--- src/rtl/tcp_segmentation_header_parser_macros.svh ---
// ----------------------------------------------------------------------------
// TCP segmentation header parser - assertion macros
// Shared concurrent assertion forms, clocked on clk_i and held off in reset.
// ----------------------------------------------------------------------------
`ifndef TCP_SEGMENTATION_HEADER_PARSER_MACROS_SVH
`define TCP_SEGMENTATION_HEADER_PARSER_MACROS_SVH

// same-cycle implication
`define TCPSHP_ASSERT_NOW(lbl, ante, cons, msg) \
  lbl: assert property (@(posedge clk_i) disable iff (!rst_ni) (ante) |-> (cons)) \
    else $error(msg);

// next-cycle implication
`define TCPSHP_ASSERT_NEXT(lbl, ante, cons, msg) \
  lbl: assert property (@(posedge clk_i) disable iff (!rst_ni) (ante) |=> (cons)) \
    else $error(msg);

`endif

--- src/rtl/tcpshp_pkg.sv ---
// ----------------------------------------------------------------------------
// tcpshp_pkg
// Beat types, parse phases and fixed constants of the TCP segmentation
// header parser.
// ----------------------------------------------------------------------------
`default_nettype none

package tcpshp_pkg;

  localparam int unsigned TagCntW = 3;
  localparam int unsigned ExtCntW = 4;

  localparam logic [15:0] MtuReset     = 16'd1500;
  localparam logic [7:0]  EthHdrBytes  = 8'd14;
  localparam logic [15:0] EtypeVlan    = 16'h8100;
  localparam logic [15:0] EtypeQinq    = 16'h88A8;
  localparam logic [15:0] EtypeIpv4    = 16'h0800;
  localparam logic [15:0] EtypeIpv6    = 16'h86DD;
  localparam logic [7:0]  ProtoTcp     = 8'd6;
  localparam logic [7:0]  ProtoUdp     = 8'd17;
  localparam logic [7:0]  ProtoIcmpv6  = 8'd58;
  localparam logic [1:0]  IpVerNone    = 2'd0;
  localparam logic [1:0]  IpVer4       = 2'd1;
  localparam logic [1:0]  IpVer6       = 2'd2;

  typedef enum logic [2:0] {
    PH_ETH  = 3'd0,
    PH_VLAN = 3'd1,
    PH_IPV4 = 3'd2,
    PH_IPV6 = 3'd3,
    PH_EXT  = 3'd4,
    PH_SKIP = 3'd5,
    PH_TCP  = 3'd6,
    PH_DONE = 3'd7
  } phase_e;

  typedef struct packed {
    logic [7:0] data;
    logic       last;
  } in_beat_t;

  typedef struct packed {
    logic        offload;
    logic [1:0]  ip_version;
    logic [7:0]  l2_length;
    logic [15:0] l3_length;
    logic [5:0]  l4_length;
    logic [15:0] segment_size;
  } out_beat_t;

  // end-of-frame parse summary handed to the result stage
  typedef struct packed {
    logic        saw_tcp;
    logic        is_v4;
    logic [15:0] byte_count;
    logic [7:0]  l2_bytes;
    logic [15:0] l3_bytes;
    logic [5:0]  l4_bytes;
  } snap_t;

endpackage

`default_nettype wire

--- src/rtl/tcpshp_parser.sv ---
// ----------------------------------------------------------------------------
// tcpshp_parser
// Byte-serial header walk: VLAN tags, IPv4/IPv6 with extension headers and
// the TCP data offset. On the last byte it registers a frame summary.
// ----------------------------------------------------------------------------
`default_nettype none

module tcpshp_parser #(
  parameter int unsigned MAX_VLAN_TAGS   = 4,
  parameter int unsigned MAX_EXT_HEADERS = 8
) (
  input  wire logic                 clk_i,
  input  wire logic                 rst_ni,
  input  wire logic                 in_valid_i,
  output logic                      in_stall_o,
  input  wire tcpshp_pkg::in_beat_t in_data_i,
  output logic                      snap_valid_o,
  input  wire logic                 snap_take_i,
  output tcpshp_pkg::snap_t         snap_o
);
  import tcpshp_pkg::*;

  logic [15:0]        byte_count_q, byte_count_d;
  phase_e             phase_q, phase_d;
  logic [15:0]        cur_type_q, cur_type_d;
  logic [7:0]         l2_q, l2_d;
  logic [15:0]        l3_q, l3_d;
  logic [5:0]         l4_q, l4_d;
  logic [7:0]         nh_q, nh_d;
  logic [15:0]        hend_q, hend_d;
  logic [TagCntW-1:0] tag_q, tag_d;
  logic [ExtCntW-1:0] ext_q, ext_d;
  logic               saw_q, saw_d;
  logic               snap_valid_q, snap_valid_d;
  snap_t              snap_q, snap_next;

  logic        accept;
  logic [7:0]  b;
  logic [15:0] off;
  logic [15:0] ext_len;
  logic [15:0] type_w;

  // next phase after an EtherType is known
  function automatic phase_e l2_next(input logic [15:0] etype,
                                     input logic [TagCntW-1:0] tags);
    phase_e ph;
    if (etype == EtypeVlan || etype == EtypeQinq) begin
      ph = (tags < TagCntW'(MAX_VLAN_TAGS)) ? PH_VLAN : PH_DONE;
    end else if (etype == EtypeIpv4) begin
      ph = PH_IPV4;
    end else if (etype == EtypeIpv6) begin
      ph = PH_IPV6;
    end else begin
      ph = PH_DONE;
    end
    return ph;
  endfunction

  // next phase inside the IPv6 header chain
  function automatic phase_e v6_next(input logic [7:0] nh,
                                     input logic [ExtCntW-1:0] exts);
    phase_e ph;
    if (nh == ProtoTcp) begin
      ph = PH_TCP;
    end else if (nh == ProtoUdp || nh == ProtoIcmpv6) begin
      ph = PH_DONE;
    end else if (exts < ExtCntW'(MAX_EXT_HEADERS)) begin
      ph = PH_EXT;
    end else begin
      ph = PH_DONE;
    end
    return ph;
  endfunction

  // a last beat needs room in the summary register
  assign in_stall_o = snap_valid_q && !snap_take_i;
  assign accept     = in_valid_i && !in_stall_o;
  assign b          = in_data_i.data;
  assign off        = byte_count_q - hend_q;
  assign ext_len    = (16'(b) + 16'd1) << 3;
  assign type_w     = {cur_type_q[15:8], b};

  // per-byte parse update, then frame clear on last
  always_comb begin
    byte_count_d = byte_count_q;
    phase_d      = phase_q;
    cur_type_d   = cur_type_q;
    l2_d         = l2_q;
    l3_d         = l3_q;
    l4_d         = l4_q;
    nh_d         = nh_q;
    hend_d       = hend_q;
    tag_d        = tag_q;
    ext_d        = ext_q;
    saw_d        = saw_q;
    if (accept) begin
      unique case (phase_q)
        PH_ETH: begin
          if (byte_count_q == 16'd12) begin
            cur_type_d = {b, 8'h00};
          end else if (byte_count_q == 16'd13) begin
            cur_type_d = type_w;
            hend_d     = 16'(EthHdrBytes);
            phase_d    = l2_next(type_w, tag_q);
          end
        end
        PH_VLAN: begin
          if (off == 16'd2) begin
            cur_type_d = {b, 8'h00};
          end else if (off == 16'd3) begin
            cur_type_d = type_w;
            l2_d       = l2_q + 8'd4;
            hend_d     = hend_q + 16'd4;
            tag_d      = tag_q + TagCntW'(1);
            phase_d    = l2_next(type_w, tag_q + TagCntW'(1));
          end
        end
        PH_IPV4: begin
          if (off == 16'd0) begin
            l3_d = {10'd0, b[3:0], 2'b00};
          end else if (off == 16'd9) begin
            nh_d = b;
            if (l3_q < 16'd20 || b != ProtoTcp) begin
              phase_d = PH_DONE;
            end else begin
              hend_d  = hend_q + l3_q;
              phase_d = PH_TCP;
            end
          end
        end
        PH_IPV6: begin
          if (off == 16'd6) begin
            nh_d = b;
          end else if (off == 16'd39) begin
            l3_d    = 16'd40;
            hend_d  = hend_q + 16'd40;
            phase_d = v6_next(nh_q, ext_q);
          end
        end
        PH_EXT: begin
          if (off == 16'd0) begin
            nh_d = b;
          end else if (off == 16'd1) begin
            l3_d    = l3_q + ext_len;
            hend_d  = hend_q + ext_len;
            phase_d = PH_SKIP;
          end
        end
        PH_SKIP: begin
          if (byte_count_q + 16'd1 == hend_q) begin
            ext_d   = ext_q + ExtCntW'(1);
            phase_d = v6_next(nh_q, ext_q + ExtCntW'(1));
          end
        end
        PH_TCP: begin
          if (off == 16'd12) begin
            l4_d    = {b[7:4], 2'b00};
            saw_d   = 1'b1;
            phase_d = PH_DONE;
          end
        end
        PH_DONE: begin
        end
      endcase
      if (byte_count_q != 16'hFFFF) begin
        byte_count_d = byte_count_q + 16'd1;
      end
    end

    snap_next.saw_tcp    = saw_d;
    snap_next.is_v4      = (cur_type_d == EtypeIpv4);
    snap_next.byte_count = byte_count_d;
    snap_next.l2_bytes   = l2_d;
    snap_next.l3_bytes   = l3_d;
    snap_next.l4_bytes   = l4_d;

    // frame done: back to the Ethernet header
    if (accept && in_data_i.last) begin
      byte_count_d = '0;
      phase_d      = PH_ETH;
      cur_type_d   = '0;
      l2_d         = EthHdrBytes;
      l3_d         = '0;
      l4_d         = '0;
      nh_d         = '0;
      hend_d       = '0;
      tag_d        = '0;
      ext_d        = '0;
      saw_d        = 1'b0;
    end
  end

  // summary register occupancy
  always_comb begin
    snap_valid_d = snap_valid_q;
    if (accept && in_data_i.last) begin
      snap_valid_d = 1'b1;
    end else if (snap_take_i) begin
      snap_valid_d = 1'b0;
    end
  end

  always_ff @(posedge clk_i or negedge rst_ni) begin
    if (!rst_ni) begin
      byte_count_q <= '0;
      phase_q      <= PH_ETH;
      cur_type_q   <= '0;
      l2_q         <= EthHdrBytes;
      l3_q         <= '0;
      l4_q         <= '0;
      nh_q         <= '0;
      hend_q       <= '0;
      tag_q        <= '0;
      ext_q        <= '0;
      saw_q        <= 1'b0;
      snap_valid_q <= 1'b0;
    end else begin
      byte_count_q <= byte_count_d;
      phase_q      <= phase_d;
      cur_type_q   <= cur_type_d;
      l2_q         <= l2_d;
      l3_q         <= l3_d;
      l4_q         <= l4_d;
      nh_q         <= nh_d;
      hend_q       <= hend_d;
      tag_q        <= tag_d;
      ext_q        <= ext_d;
      saw_q        <= saw_d;
      snap_valid_q <= snap_valid_d;
    end
  end

  // summary payload, no reset
  always_ff @(posedge clk_i) begin
    if (accept && in_data_i.last) begin
      snap_q <= snap_next;
    end
  end

  assign snap_valid_o = snap_valid_q;
  assign snap_o       = snap_q;

endmodule

`default_nettype wire

--- src/rtl/tcpshp_result.sv ---
// ----------------------------------------------------------------------------
// tcpshp_result
// Offload decision and segment size from the frame summary, held in the
// output register until the downstream side takes it.
// ----------------------------------------------------------------------------
`default_nettype none

module tcpshp_result (
  input  wire logic              clk_i,
  input  wire logic              rst_ni,
  input  wire logic [15:0]       mtu_i,
  input  wire logic              snap_valid_i,
  output logic                   snap_take_o,
  input  wire tcpshp_pkg::snap_t snap_i,
  output logic                   out_valid_o,
  input  wire logic              out_stall_i,
  output tcpshp_pkg::out_beat_t  out_data_o
);
  import tcpshp_pkg::*;

  logic        out_valid_q, out_valid_d;
  out_beat_t   out_q, out_d;
  logic        load_ok;
  logic        offload;
  logic [15:0] payload_len;
  logic [16:0] need;

  assign load_ok     = !out_valid_q || !out_stall_i;
  assign snap_take_o = snap_valid_i && load_ok;

  // frame bytes past L2 against the MTU
  assign payload_len = snap_i.byte_count - 16'(snap_i.l2_bytes);
  assign offload     = snap_i.saw_tcp
                    && (snap_i.byte_count > 16'(snap_i.l2_bytes))
                    && (payload_len > mtu_i);
  assign need        = 17'(snap_i.l3_bytes) + 17'(snap_i.l4_bytes);

  // result fields, all zero without offload
  always_comb begin
    out_d = '0;
    if (offload) begin
      out_d.offload      = 1'b1;
      out_d.ip_version   = snap_i.is_v4 ? IpVer4 : IpVer6;
      out_d.l2_length    = snap_i.l2_bytes;
      out_d.l3_length    = snap_i.l3_bytes;
      out_d.l4_length    = snap_i.l4_bytes;
      out_d.segment_size = (need >= 17'(mtu_i)) ? 16'd0 : (mtu_i - need[15:0]);
    end
  end

  always_comb begin
    out_valid_d = out_valid_q;
    if (snap_take_o) begin
      out_valid_d = 1'b1;
    end else if (!out_stall_i) begin
      out_valid_d = 1'b0;
    end
  end

  always_ff @(posedge clk_i or negedge rst_ni) begin
    if (!rst_ni) begin
      out_valid_q <= 1'b0;
    end else begin
      out_valid_q <= out_valid_d;
    end
  end

  always_ff @(posedge clk_i) begin
    if (snap_take_o) begin
      out_q <= out_d;
    end
  end

  assign out_valid_o = out_valid_q;
  assign out_data_o  = out_q;

endmodule

`default_nettype wire

--- src/rtl/tcp_segmentation_header_parser.sv ---
// ----------------------------------------------------------------------------
// tcp_segmentation_header_parser
// Byte-serial Ethernet/VLAN/IPv4/IPv6/TCP header parser that flags frames
// needing TCP segmentation offload and reports the header lengths.
//
//   channel  dir  handshake          beat
//   in       in   valid / stall      one frame byte + last flag
//   out      out  valid / stall      one result per frame
//   cfg      in   valid / ready      link MTU (16 bits)
//
// One byte is taken every cycle while in_stall_o is low; the parse state
// updates in the cycle the byte is taken. A result passes from the summary
// register through the result logic into the output register.
// Reset: async active low; MTU returns to 1500, parse state to frame start.
// With the output stalled, one further frame summary is held; input stalls
// only when that summary register is also full.
// ----------------------------------------------------------------------------
`default_nettype none

module tcp_segmentation_header_parser #(
  parameter int unsigned MAX_VLAN_TAGS   = 4,
  parameter int unsigned MAX_EXT_HEADERS = 8
) (
  input  wire logic                  clk_i,
  input  wire logic                  rst_ni,
  input  wire logic                  in_valid_i,
  output logic                       in_stall_o,
  input  wire tcpshp_pkg::in_beat_t  in_data_i,
  output logic                       out_valid_o,
  input  wire logic                  out_stall_i,
  output tcpshp_pkg::out_beat_t      out_data_o,
  input  wire logic                  cfg_valid_i,
  output logic                       cfg_ready_o,
  input  wire logic [15:0]           cfg_data_i
);
  import tcpshp_pkg::*;

  `include "tcp_segmentation_header_parser_macros.svh"

  logic [15:0] mtu_q, mtu_d;
  logic        snap_valid;
  logic        snap_take;
  snap_t       snap;

  // MTU register, always writable
  assign cfg_ready_o = 1'b1;
  assign mtu_d       = (cfg_valid_i && cfg_ready_o) ? cfg_data_i : mtu_q;

  always_ff @(posedge clk_i or negedge rst_ni) begin
    if (!rst_ni) begin
      mtu_q <= MtuReset;
    end else begin
      mtu_q <= mtu_d;
    end
  end

  tcpshp_parser #(
    .MAX_VLAN_TAGS   (MAX_VLAN_TAGS),
    .MAX_EXT_HEADERS (MAX_EXT_HEADERS)
  ) u_parser (
    .clk_i        (clk_i),
    .rst_ni       (rst_ni),
    .in_valid_i   (in_valid_i),
    .in_stall_o   (in_stall_o),
    .in_data_i    (in_data_i),
    .snap_valid_o (snap_valid),
    .snap_take_i  (snap_take),
    .snap_o       (snap)
  );

  tcpshp_result u_result (
    .clk_i        (clk_i),
    .rst_ni       (rst_ni),
    .mtu_i        (mtu_q),
    .snap_valid_i (snap_valid),
    .snap_take_o  (snap_take),
    .snap_i       (snap),
    .out_valid_o  (out_valid_o),
    .out_stall_i  (out_stall_i),
    .out_data_o   (out_data_o)
  );

  // a taken last beat always lands in the summary register
  `TCPSHP_ASSERT_NEXT(a_last_to_snap, in_valid_i && !in_stall_o && in_data_i.last, snap_valid, "last beat lost")
  // input only stalls behind a pending summary
  `TCPSHP_ASSERT_NOW(a_stall_cause, in_stall_o, snap_valid && out_valid_o && out_stall_i, "spurious input stall")
  // a frame without offload reports nothing else
  `TCPSHP_ASSERT_NOW(a_no_offload_zero, out_valid_o && !out_data_o.offload, out_data_o.ip_version == IpVerNone && out_data_o.l2_length == 8'd0 && out_data_o.segment_size == 16'd0, "fields set without offload")
  // offloaded frames are IPv4 or IPv6
  `TCPSHP_ASSERT_NOW(a_offload_ip, out_valid_o && out_data_o.offload, out_data_o.ip_version == IpVer4 || out_data_o.ip_version == IpVer6, "offload without IP version")

endmodule

`default_nettype wire
--- config.mk ---
export PLATFORM = sky130hd
export DESIGN_NAME = tcp_segmentation_header_parser
export DESIGN_NICKNAME = d
export VERILOG_FILES = /design/src/rtl/tcpshp_pkg.sv /design/src/rtl/tcpshp_parser.sv /design/src/rtl/tcpshp_result.sv /design/src/rtl/tcp_segmentation_header_parser.sv
export VERILOG_INCLUDE_DIRS = /design/src /design/src/rtl
export SDC_FILE = /design/constraint.sdc
export NUM_CORES = 1
export LEC_CHECK = 0
export ABC_CLOCK_PERIOD_IN_PS = 9700
export BUFFER_PORTS_ARGS = -buffer_cell sky130_fd_sc_hd__buf_2
export CORE_UTILIZATION = 40
export CTS_CLUSTER_DIAMETER = 30
export DETAILED_ROUTE_END_ITERATION = 6
export GPL_TIMING_DRIVEN = 0
export PLACE_DENSITY = 0.57
export SYNTH_ARGS = -nofsm -noshare
export SYNTH_HDL_FRONTEND = slang
export SYNTH_SLANG_ARGS = --single-unit
export TNS_END_PERCENT = 1
--- constraint.sdc ---
create_clock -name clk_i -period 9.7 [get_ports clk_i]
set_clock_uncertainty 0.15 [all_clocks]
set_input_delay 1.455 -clock clk_i [delete_from_list [all_inputs] [get_ports clk_i]]
set_output_delay 1.455 -clock clk_i [all_outputs]
set_load 0.02 [all_outputs]
-- Yosys cells after proc, flatten, opt, wreduce, memory -nomap -nowiden
Index checks and enable logic that the tools add are counted.
- register bits after elaboration: 212
- input port bits: 30
- logic and storage cells: 219
- reduce and logical (&&, ||, !) cells: 31
- equality and inequality tests: 43
- magnitude comparators: 8
- $add $sub $neg: 14
- bitwise operators: 1
- mux-type cells: 96
- operators by type and width (kind ; count):
    2-to-1 mux 16 bit ; 28
    2-to-1 mux 8 bit ; 13
    2-to-1 mux 3 bit ; 29
    case mux 16 bit (5 select lines) ; 1
    == test 16 x 4 -> 1 bit, second input constant ; 4
    2-to-1 mux 49 bit ; 1
    adder 16 bit ; 3
    == test 16 bit, second input constant ; 3
    case mux 16 bit (3 select lines) ; 1
    == test 16 x 12 -> 1 bit, second input constant ; 2
    == test 16 x 2 -> 1 bit, second input constant ; 2
    case mux 16 bit (2 select lines) ; 1
    subtractor 16 bit ; 2
    inequality test 3 x 1 -> 1 bit, second input constant ; 9
    2-to-1 mux 6 bit ; 4
    case mux 8 bit (3 select lines) ; 1
    case mux 3 bit (7 select lines) ; 1
    inequality test 3 bit, second input constant ; 6
    adder 16 x 6 -> 17 bit ; 1
    greater-or-equal comparator 17 x 16 -> 1 bit ; 1
    adder 16 x 1 -> 16 bit, second input constant ; 1
    adder 16 x 3 -> 16 bit, second input constant ; 1
    adder 16 x 6 -> 16 bit, second input constant ; 1
    == test 16 x 1 -> 1 bit, second input constant ; 1
    42 further kinds ; 76

-- Logic depth before layout (Yosys ltp)
Gate-level depths: netlist of run 1.
- depth after elaboration: 10
- depth in mapped cells: 23
- depth with buffers taken out: 22

-- Hierarchy
A second synthesis of run 1 with hierarchy kept.
- cell total of the unflattened synthesis: 1629
- area total of the unflattened synthesis: 15367.2 µm²
- by module, submodules not included (module ; area an instance (µm²) ; instances ; cells an instance):
    tcpshp_parser ; 10288.6 ; 1 ; 1142
    tcpshp_result ; 4409.2 ; 1 ; 451
    tcp_segmentation_header_parser ; 669.4 ; 1 ; 36

-- Least setup slack after synthesis of run 1
Ideal clock, no wire load.
- path kind: input-to-reg
- start: input out_stall_i
- end: register u_result.out_q (netlist bit u_result.out_data_o[0]), enable pin
- stages: 1
- path buffers: 0
- path slack: 4.046 ns
- data required time: 9.023 ns
- arrival time: 4.978 ns
- cells stage by stage: a21boi_0
- cells in the longest elaborated chain, start to end: 3
- ends and longest elaborated chain (what ; line ; source):
    start: declaration ; tcp_segmentation_header_parser.sv:30 ; input wire logic out_stall_i,
    zero test 1 bit ; tcpshp_result.sv:28 ; assign load_ok = !out_valid_q || !out_stall_i;
    logical OR 1 bit ; tcpshp_result.sv:28 ;
    logical AND 1 bit ; tcpshp_result.sv:29 ; assign snap_take_o = snap_valid_i && load_ok;
    end signal: assignment ; tcpshp_result.sv:70 ; out_q <= out_d;
    end: declaration ; tcpshp_result.sv:22 ; out_beat_t out_q, out_d;
Every way passes these cells.
A chain may end at the register's enable or synchronous reset.

-- Final worst setup path of run 1
- start: register u_parser.snap_q (netlist bit u_parser.snap_o[23])
- end: register u_result.out_q (netlist bit u_result.out_data_o[14]), data pin
- cells in the longest elaborated chain, start to end: 5
- ends and longest elaborated chain (what ; line ; source):
    start: declaration ; tcpshp_parser.sv:35 ; snap_t snap_q, snap_next;
    start signal: assignment ; tcpshp_parser.sv:236 ; snap_q <= snap_next;
    subtractor 16 x 8 -> 16 bit / > comparator 16 x 8 -> 1 bit (equally long branches) ; tcpshp_result.sv:32, tcpshp_result.sv:34 ;
    > comparator 16 bit / logical AND 1 bit (equally long branches) ; tcpshp_result.sv:35, tcpshp_result.sv:34 ;
    logical AND 1 bit * ; tcpshp_result.sv:35 ; && (payload_len > mtu_i);
    inverter 1 bit (no source line) * ; - ;
    OR reduction 2 bit (no source line) * ; - ;
Every way passes the cells marked *; elsewhere a longest branch is shown, timed or not.

==> results.yml, run 1 <==
detailed_routing:
  wl_per_cell_um: 18.9
  remaining_drc_errors: 0
  drtIter0Drc: 870
  antenna_left: 0
  drt-pass1-iter-count: 6
  routed_wl_um: 42600
  vias: 12500
  avgViaCountPerCell: 5.52
die:
  num_rows: 70
  initial_core_util_pct: 40.6
  die_h_um: 195
  num_io_pins: 82
  core-area_mm2: 0.0366
  dieArea_mm2: 0.0380
  dieWidth_um: 195
layout:
  finalNonFillerCells: 2256
  synthToLayoutAreaGrowth_pct: 19.7
  drive_gt1_share_pct: 12.0
  diodes: 0
  nets: 1905
place:
  place_congestion: 0.989
  hpwl_um: 33300
  dp_slack_ns: 3.95
  dp_cells: 2165
  io_buffers: 75
status:
  outcome: "complete, no violations"
clock_tree:
  cts_hold_buffers: 0
  cts_tree: "built"
  htreeDepth: 2
  clk_pin_slew_worst_paths_ns: 0.05
  numClockSinks: 209
  cts_made_buffers: 49
  clock_path_buffers: 3
  clk-insertion-delay-late_ns: 0.56
  cts-root-buf: "clkbuf_16"
  post_cts_buffers: 0
  cts_resized: 0
yosys:
  synth_top_cells_by_count: "nor2_1 (125), nand2_1 (123), ha_1 (120), dfrtp_1 (104), and2_1 (98)"
  yosysWarnings: 0
  syn_inst: 1618
  async_flop_share_pct: 54.5
  yosysSeqAreaShare_pct: 38.4
  ys_types: 81
  avgSynthCellArea_um2: 9.20
  synth_most_common_cell: "nor2_1"
  synth_top_cell_by_area: "edfxtp_1"
  ys_seq_elements: 209
  synth-edff-count: 95
  synth_area_mm2: 0.0149
  synth_area_leaders: "edfxtp_1 (19%), dfrtp_1 (17%), ha_1 (10%)"
  synth_ff_type: "dfrtp_1"
  synth_top_area_share_pct: 19.2
critical_path:
  critPathMaxFanout: 10
  reg2reg_from: "u_parser.snap_o[23]"
  end_kind: "flip-flop"
  r2r-end: "u_result.out_data_o[14]"
  reg2regPathDepth: 23
  critPathKind: "reg -> reg"
  cp.required_ns: 9.96
  reg2reg_slack_ns: 4.02
  cp.arrival_ns: 5.94
  start_kind: "flip-flop"
min_path:
  hold_end: "u_result.out_valid_o"
  hold_path.class: "reg -> reg"
  hold_start: "u_parser.snap_valid_o"
  min_path_cells: 1
sta:
  clock.fmax_ghz: 0.176
  worst_slew_pin_slew_ns: 1.27
  worst_slack_ns: 4.02
  finalMaxSlewViolations: 0
  hold_violations: 0
  finalSetupTns_ns: 0
  max_slew_margin_pct: 14.9
  fin_crit_sh_pct: 58.6
  rsz0062_at_grt: "false"
  finalCriticalPeriod_ns: 5.68
  setup_violations: 0
  hold_slack_ns: 0.339
power:
  p_leak_nw: 7.94
  p_per_area_mw_per_mm2: 224
  ir_drop_mv: 0.114
grt:
  track_usage_pct: 22.4
  grt_pass1_vias: 12000
  grt_pass1_wl_um: 66600
  grt_max_degree: 78
  antenna_found_initial: 0
  grt_overflow_total: 0
run:
  maxCapViolCount: 0
## layout by cell type, fill, tap and decap left out, drive strengths merged, types with 16 or more instances in the layout
master	Yosys	routed
nor2	125	125
nand2	123	123
ha	120	120
clkbuf	59	117
dfrtp	104	104
and2	98	98
o21ai	98	98
edfxtp	95	95
inv	89	94
buf	14	92
a21oi	81	81
xnor2	71	71
xor2	48	48
nor3	48	48
nand3	45	45
a21o	31	31
mux2i	24	24
nand4	22	22
nor2b	21	21
and3	21	21
o21a	20	20
nor4	20	20
nand2b	17	17
or3	17	17
a211oi	16	16
## layout make-up
| cell class | count | area, µm² |
|---|---|---|
| multi-input cells | 1247 | 8550 |
| clock buffers | 58 | 1310 |
| well taps | 468 | 586 |
| plain buffers | 73 | 297 |
| flip-flops and latches | 209 | 5720 |
| inverters | 90 | 338 |
| clock inverters | 33 | 574 |
| repair buffers | 78 | 449 |
| fillers | 3478 | 18800 |
## stage by stage
step	utilization, %	instance area (µm²)	total power [mW]
2_1_floorplan	-	14900	1.81
3_3_place_gp	43.3	15800	2.12
3_5_place_dp	43.5	15900	2.13
4_1_cts	48.7	17800	4.01
5_1_grt	48.7	17800	4.19
6_report	48.7	17800	3.99
## flip-flops by register name, indices dropped and copies added (netlist names), 3 cells and up
name,count
u_result.out_data_o,48
u_parser.snap_o,47
mtu_q,16
u_parser.byte_count_q,16
u_parser.cur_type_q,16
u_parser.hend_q,16
u_parser.l3_q,16
u_parser.nh_q,8
u_parser.l2_q,7
u_parser.l4_q,6
u_parser.ext_q,4
u_parser.phase_q,3
u_parser.tag_q,3
## per-layer routing
metal	track usage [%]	vias to the layer above	share of wire, %
li1	-	6065	-
met1	30.2	5907	45
met2	35.5	385	45
met3	3.16	103	5.5
met4	10.6	0	4.4
met5	0	-	0
## worst max-delay path, cell delays in order, from the launching register on
cell and delay (ns):
edfxtp_1 0.38, inv_1 0.20, ha_1 0.29, o21a_1 0.19
o21a_1 0.19, o21ai_0 0.17, nand2b_1 0.11, a21o_1 0.19
a21o_1 0.19, a21o_1 0.23, nor2_1 0.12, xor2_1 0.08
ha_1 0.29, a21o_1 0.12, a21o_1 0.10, a21oi_1 0.06
nor2b_1 0.10, o21ai_0 0.08, a21oi_1 0.17, nor3_1 0.07
a211oi_1 0.98, o2111a_1 0.51, clkbuf_1 0.33, o311a_1 0.22
## worst max-delay path by stage
stage                        start                 endpoint  slack [ns]  cells past startpoint
6_report       u_parser.snap_o[23]  u_result.out_data_o[14]        4.02                     23
5_1_grt        u_parser.snap_o[23]  u_result.out_data_o[14]        3.60                     19
4_1_cts        u_parser.snap_o[23]  u_result.out_data_o[14]        3.91                     19
3_5_place_dp   u_parser.snap_o[23]  u_result.out_data_o[14]        3.95                     19
3_3_place_gp           out_stall_i  u_result.out_data_o[15]        2.63                      2
2_1_floorplan          out_stall_i   u_result.out_data_o[0]        4.05                      1
## report_power, final
part           switching [mW]  internal [mW]
combinational           0.694          0.386
sequential             0.0606          0.996
clock                   0.560           1.30
## kinds of logic after synthesis
logic type,Yosys count,share of synthesized area (%)
AO/OA/AOI/OAI,364,15.9
multiplexers,35,2.45
flip-flops,209,38.4
buffers and inverters,163,4.25
AND/OR/NAND/NOR,599,20.9
XOR/XNOR,119,7.00
other,2,0.0505
adder cells (fa/ha/maj),127,11.0
(Power assumes the default switching activity.)
==> inputs of run 2 (changes only) <==
--- a/config.mk
+++ b/config.mk
@@ -6,13 +6,13 @@
 export SDC_FILE = /design/constraint.sdc
 export NUM_CORES = 1
 export LEC_CHECK = 0
-export ABC_CLOCK_PERIOD_IN_PS = 9700
+export ABC_CLOCK_PERIOD_IN_PS = 5000
 export BUFFER_PORTS_ARGS = -buffer_cell sky130_fd_sc_hd__buf_2
 export CORE_UTILIZATION = 40
 export CTS_CLUSTER_DIAMETER = 30
 export DETAILED_ROUTE_END_ITERATION = 6
 export GPL_TIMING_DRIVEN = 0
-export PLACE_DENSITY = 0.57
+export PLACE_DENSITY = 0.59
 export SYNTH_ARGS = -nofsm -noshare
 export SYNTH_HDL_FRONTEND = slang
 export SYNTH_SLANG_ARGS = --single-unit
==> constraint.sdc (replaced) <==
create_clock -name clk_i -period 5 [get_ports clk_i]
set_clock_uncertainty 0.15 [all_clocks]
set_input_delay 0.75 -clock clk_i [delete_from_list [all_inputs] [get_ports clk_i]]
set_output_delay 0.75 -clock clk_i [all_outputs]
set_load 0.02 [all_outputs]
==> run 2 against run 1 <==
Non-clock buffer count grew 4. Die area did not move. Utilization shrank 0.18 points. Via count grew 0.56%. Global-route usage grew 0.59 points. Combinational power increased by 99%. Clock power up 76%. Final area decreased by 0.38%. Worst setup slack lost 3.9 ns. Maximum frequency is 17% higher. Power up 87%.
==> results.yml, run 2 (synthesized netlist as in run 1, its figures left out) <==
power:
  seq_power_share_pct: 27.4
  pwr-share-clk_pct: 43.9
  p_per_area_mw_per_mm2: 421
  ir_drop_mv: 0.254
  swShare_pct: 36.1
  finalPower_mw: 7.48
  p_sw_mw: 2.70
  p_comb_share_pct: 28.7
  intPower_mw: 4.78
  p_leak_nw: 7.93
layout:
  fin_area_mm2: 0.0178
  drive_gt1_share_pct: 13.5
  diodes: 0
  largest_reg_flops: 48
  final_cell_mix: "nor2_1 (124), nand2_1 (123), ha_1 (120), dfrtp_1 (104), and2_1 (98)"
  synthToLayoutAreaGrowth_pct: 19.3
  finalNonFillerCells: 2263
  nets: 1910
  final_common_cell: "nor2_1"
place:
  dp_slack_ns: -0.698
  place_congestion: 0.956
  place_area_mm2: 0.0159
  io_buffers: 75
  hpwl_um: 33700
  dp_cells: 2165
grt:
  antenna_found_initial: 0
  grt_max_degree: 75
  track_usage_pct: 23.0
  grt_pass1_vias: 12200
  grt_overflow_total: 0
  grt_pass1_wl_um: 68100
sta:
  rsz0062_at_grt: "true"
  setup_violations: 0
  worst_slack_ns: 0.142
  max_slew_margin_pct: 20.9
  clock.fmax_ghz: 0.206
  hold_violations: 0
  fin_crit_sh_pct: 97.2
  finalMaxSlewViolations: 0
  finalSetupTns_ns: 0
  worst_slew_pin_slew_ns: 1.18
  finalCriticalPeriod_ns: 4.86
detailed_routing:
  drt-pass1-iter-count: 6
  wl_per_cell_um: 19.3
  vias: 12500
  antenna_left: 0
  drtIter0Drc: 868
  routed_wl_um: 43600
  remaining_drc_errors: 0
  avgViaCountPerCell: 5.54
die:
  die_h_um: 195
  initial_core_util_pct: 40.6
  dieArea_mm2: 0.0380
  num_io_pins: 82
  dieWidth_um: 195
  core-area_mm2: 0.0366
  num_rows: 70
critical_path:
  cp.required_ns: 5.35
  critPathMaxFanout: 10
  critPathKind: "reg -> reg"
  end_kind: "flip-flop"
  start_kind: "flip-flop"
  cp.arrival_ns: 5.21
clock_tree:
  clock_path_buffers: 3
  cts-root-buf: "clkbuf_16"
  clk_pin_slew_worst_paths_ns: 0.05
  numClockSinks: 209
  htreeDepth: 2
  cts_tree: "built"
  clk-insertion-delay-late_ns: 0.59
  cts_made_buffers: 50
status:
  outcome: "complete, no violations"
min_path:
  hold_path.class: "in -> reg"
run:
  maxCapViolCount: 0
## run 2: changes by cell type in the layout (fill, tap and decap cells not counted), moves of 7 or more
cell,previous run,this run
bufinv_16,12,2
clkbuf_1,63,54
clkbuf_2,1,8
inv_8,0,8
inv_6,4,13
## run 2: worst paths after layout
kind | depth (start not counted) | endpoint | startpoint | slack, ns
max | 16 | u_parser.hend_q[2] | u_parser.hend_q[12] | 0.14
min | 3 | mtu_q[14] | cfg_data_i[14] | 0.23
max reg2reg | 16 | u_parser.hend_q[2] | u_parser.hend_q[12] | 0.14
min reg2reg | 1 | u_result.out_valid_o | u_parser.snap_valid_o | 0.33
max in group asynchronous | 3 | mtu_q[7] | rst_ni | 3.44
min in group asynchronous | 2 | u_parser.l4_q[0] | rst_ni | 0.50
## run 2: power by group through the flow
| stage | logic (mW) | clock network, mW | registers, mW |
|---|---|---|---|
| floorplan | 1.44 | 0 | 2.08 |
| global route | 2.35 | 3.42 | 2.06 |
| CTS | 2.11 | 3.34 | 2.05 |
| detailed placement | 2.08 | 0 | 2.08 |
| global placement | 2.05 | 0 | 2.08 |
| finish | 2.15 | 3.28 | 2.05 |
## run 2: final cells by class
cell class,instances,area [µm²]
Inverter,90,338
Clock buffer,58,1330
Multi-Input combinational cell,1247,8590
Clock inverter,36,399
Buffer,73,307
Sequential cell,209,5720
Tap cell,468,586
Timing Repair Buffer,82,482
Fill cell,3451,18900
## run 2: per-stage QoR
stage                     hold WS [ns]  utilization (%)
after floorplan                  0.293                -
after global placement           0.312             43.3
after detailed placement         0.327             43.5
after CTS                        0.193             48.4
after global routing             0.226             48.5
final                            0.226             48.5
## run 2: metal layers
layer	vias up	GRT usage (%)	share of wire, %
li1	6097	-	-
met1	5930	30.2	44
met2	407	37.4	46
met3	96	4.49	6.3
met4	0	8.60	3.5
met5	-	0	0
## run 2: timing repair
| item | CTS | global route |
|---|---|---|
| gates resized for setup | 6 | 20 |
| gates cloned | 0 | 0 |
| endpoints found under the setup margin | 63 | 83 |
| pin swaps | 0 | 2 |
| hold endpoints to repair | 37 | 0 |
| buffers inserted | 0 | 3 |
| hold buffers | 1 | 0 |
## run 2: worst max-delay path: stages (launching register included)
cell and delay, ns:
dfrtp_1 0.43, buf_2 0.28, inv_1 0.16, ha_1 0.31
clkbuf_2 0.18, or3_1 0.39, a22o_1 0.20, mux2i_1 0.24
nand4_1 0.11, or3_1 0.38, buf_2 0.21, or2_4 0.30
and2_1 0.23, or3_1 0.37, buf_2 0.17, or4_4 0.50
o21ai_1 0.15
==> inputs of run 3 (changes only) <==
--- a/config.mk
+++ b/config.mk
@@ -11,7 +11,7 @@
 export CORE_UTILIZATION = 40
 export CTS_CLUSTER_DIAMETER = 30
 export DETAILED_ROUTE_END_ITERATION = 6
-export GPL_TIMING_DRIVEN = 0
+export MAX_ROUTING_LAYER = met4
 export PLACE_DENSITY = 0.59
 export SYNTH_ARGS = -nofsm -noshare
 export SYNTH_HDL_FRONTEND = slang
==> run 3 against run 2 <==
Global-route usage increased by 0.43 points. Combinational power about the same. Highest routed layer unchanged. Largest cell class unchanged. Final area increased by 0.44%. Die area unchanged. Power increased by 3.3%. Utilization increased by 0.22 points. Register-to-register slack improved by 0.33 ns. Critical path depth increased by 1. Final cell count decreased by 0.97%. First-iteration DRC count increased by 28%. Via count decreased by 0.69%.
==> results.yml, run 3 (synthesized netlist as in run 1, its figures left out) <==
status:
  outcome: "complete, no violations"
sta:
  fin_crit_sh_pct: 90.7
  clock.fmax_ghz: 0.221
  finalMaxSlewViolations: 0
  rsz0062_at_grt: "false"
  hold_violations: 0
  worst_slack_ns: 0.467
  worst_slew_pin_slew_ns: 0.927
  max_slew_margin_pct: 37.9
  finalCriticalPeriod_ns: 4.53
  setup_violations: 0
  finalSetupTns_ns: 0
  hold_slack_ns: 0.230
detailed_routing:
  remaining_drc_errors: 0
  drtIter0Drc: 1113
  routed_wl_um: 42600
  antenna_left: 0
  drt-pass1-iter-count: 6
  avgViaCountPerCell: 5.55
  vias: 12400
  wl_per_cell_um: 19.0
clock_tree:
  clk_pin_slew_worst_paths_ns: 0.05
  numClockSinks: 209
  cts_tree: "built"
  clk-insertion-delay-late_ns: 0.59
  htreeDepth: 2
  clock_path_buffers: 3
  post_cts_buffers: 0
  cts_made_buffers: 54
  cts_resized: 0
  cts-root-buf: "clkbuf_16"
  cts_hold_buffers: 1
grt:
  use_met3_pct: 4.65
  track_usage_pct: 23.4
  grt_max_degree: 58
  grtUsageMet1_pct: 30.5
  antenna_found_initial: 0
  use_met2_pct: 35.4
  grt_overflow_total: 0
  grt-busiest-layer: "met2"
  grt_pass1_wl_um: 67500
  grt_pass1_vias: 12100
layout:
  ff_latch_area_mm2: 0.00572
  multiInputGateArea_mm2: 0.00855
  largest_reg_flops: 48
  fin_util_pct: 48.7
  synthToLayoutAreaGrowth_pct: 19.8
  final_cell_mix: "nor2_1 (125), nand2_1 (123), ha_1 (120), dfrtp_1 (104), and2_1 (98)"
  nets: 1886
  nFillCells: 3437
  fin_area_mm2: 0.0178
  final_common_cell: "nor2_1"
  diodes: 0
  drive_gt1_share_pct: 14.5
die:
  num_io_pins: 82
  dieArea_mm2: 0.0380
  initial_core_util_pct: 40.6
  core-area_mm2: 0.0366
  dieWidth_um: 195
  num_rows: 70
  die_h_um: 195
place:
  place_congestion: 0.986
  hpwl_um: 32300
  dp_slack_ns: 0.471
  io_buffers: 79
  place_area_mm2: 0.0159
critical_path:
  cpMostUsedCell: "a21oi_1"
  start_kind: "flip-flop"
  critPathKind: "reg -> reg"
  cp.required_ns: 5.18
  slowest_delay_ns: 0.43
  critPathMaxFanout: 6
  crit_family: "compound AO/OA/AOI/OAI gates"
  cp_num_buf_inv: 0
  cp.arrival_ns: 4.71
  end_kind: "flip-flop"
  cp_cell_sequence: "ha_1, a21o_1, a21oi_1, o21bai_1, a21oi_1, nor2b_1, o21ai_0, xnor2_1, ha_1, and4_1, a221oi_1, o21bai_1, a21oi_1, o21ai_0, a21oi_1, nor2_1, o311a_1"
  slowest_stage: "edfxtp_1"
power:
  ir_drop_mv: 0.274
  p_per_area_mw_per_mm2: 433
  p_leak_nw: 8.04
min_path:
  hold_path.class: "in -> reg"
run:
  maxCapViolCount: 0
run 3: changes by cell type in the layout (fill, tap and decap cells not counted), moves of 5 or more:
cell / delta
inv_8: -8
clkbuf_2: -8
bufinv_16: +5
clkbuf_1: -45
inv_6: -10
buf_4: +42
buf_2: -5
run 3: worst paths after layout:
check,startpoint,end,slack (ns),depth (start not counted)
min in group asynchronous,rst_ni,u_parser.l4_q[5],0.42,2
worst min register to register,u_parser.snap_valid_o,u_result.out_valid_o,0.34,1
max in group asynchronous,rst_ni,mtu_q[0],3.17,3
worst max-delay path,u_parser.snap_o[1],u_result.out_data_o[14],0.47,17
worst max register to register,u_parser.snap_o[1],u_result.out_data_o[14],0.47,17
worst min-delay path,cfg_data_i[15],mtu_q[15],0.23,3
run 3: final cells by class:
cell class | instances | share of cell area, %
multi-input combinational | 1247 | 48.0
sequential | 209 | 32.1
clock buffer | 68 | 8.15
timing repair buffer | 127 | 4.27
tap | 468 | 3.28
clock inverter | 32 | 2.37
inverter | 90 | 1.89
run 3: per-stage QoR:
stage / std cells / power (mW)
finish: 2241 / 7.72
global route: 2241 / 8.09
CTS: 2241 / 7.74
detailed placement: 2140 / 4.17
global placement: 2140 / 4.14
floorplan: 1619 / 3.52
run 3: worst register-to-register path: cells and delay by family (launching register included):
| family | cells | cell delay, ns |
|---|---|---|
| xor gates and xnor gates | 1 | 0.24 |
| AOI/OAI and AO/OA | 11 | 2.38 |
| DFF | 1 | 0.43 |
| adders and majority gates | 2 | 0.68 |
| and+or+nand+nor | 3 | 0.38 |
run 3: power breakdown:
group,total (mW),internal [mW],switching [mW],leakage (nW)
clock,3.52,2.42,1.11,0.892
sequential,2.04,1.93,0.104,2.44
combinational,2.16,0.785,1.37,4.71
total,7.72,5.14,2.58,8.04
run 3: per-layer routing:
layer,vias to the layer above,wire length [µm]
li1,6033,-
met1,5878,19000
met2,440,18900
met3,93,3210
met4,0,1540
met5,-,0
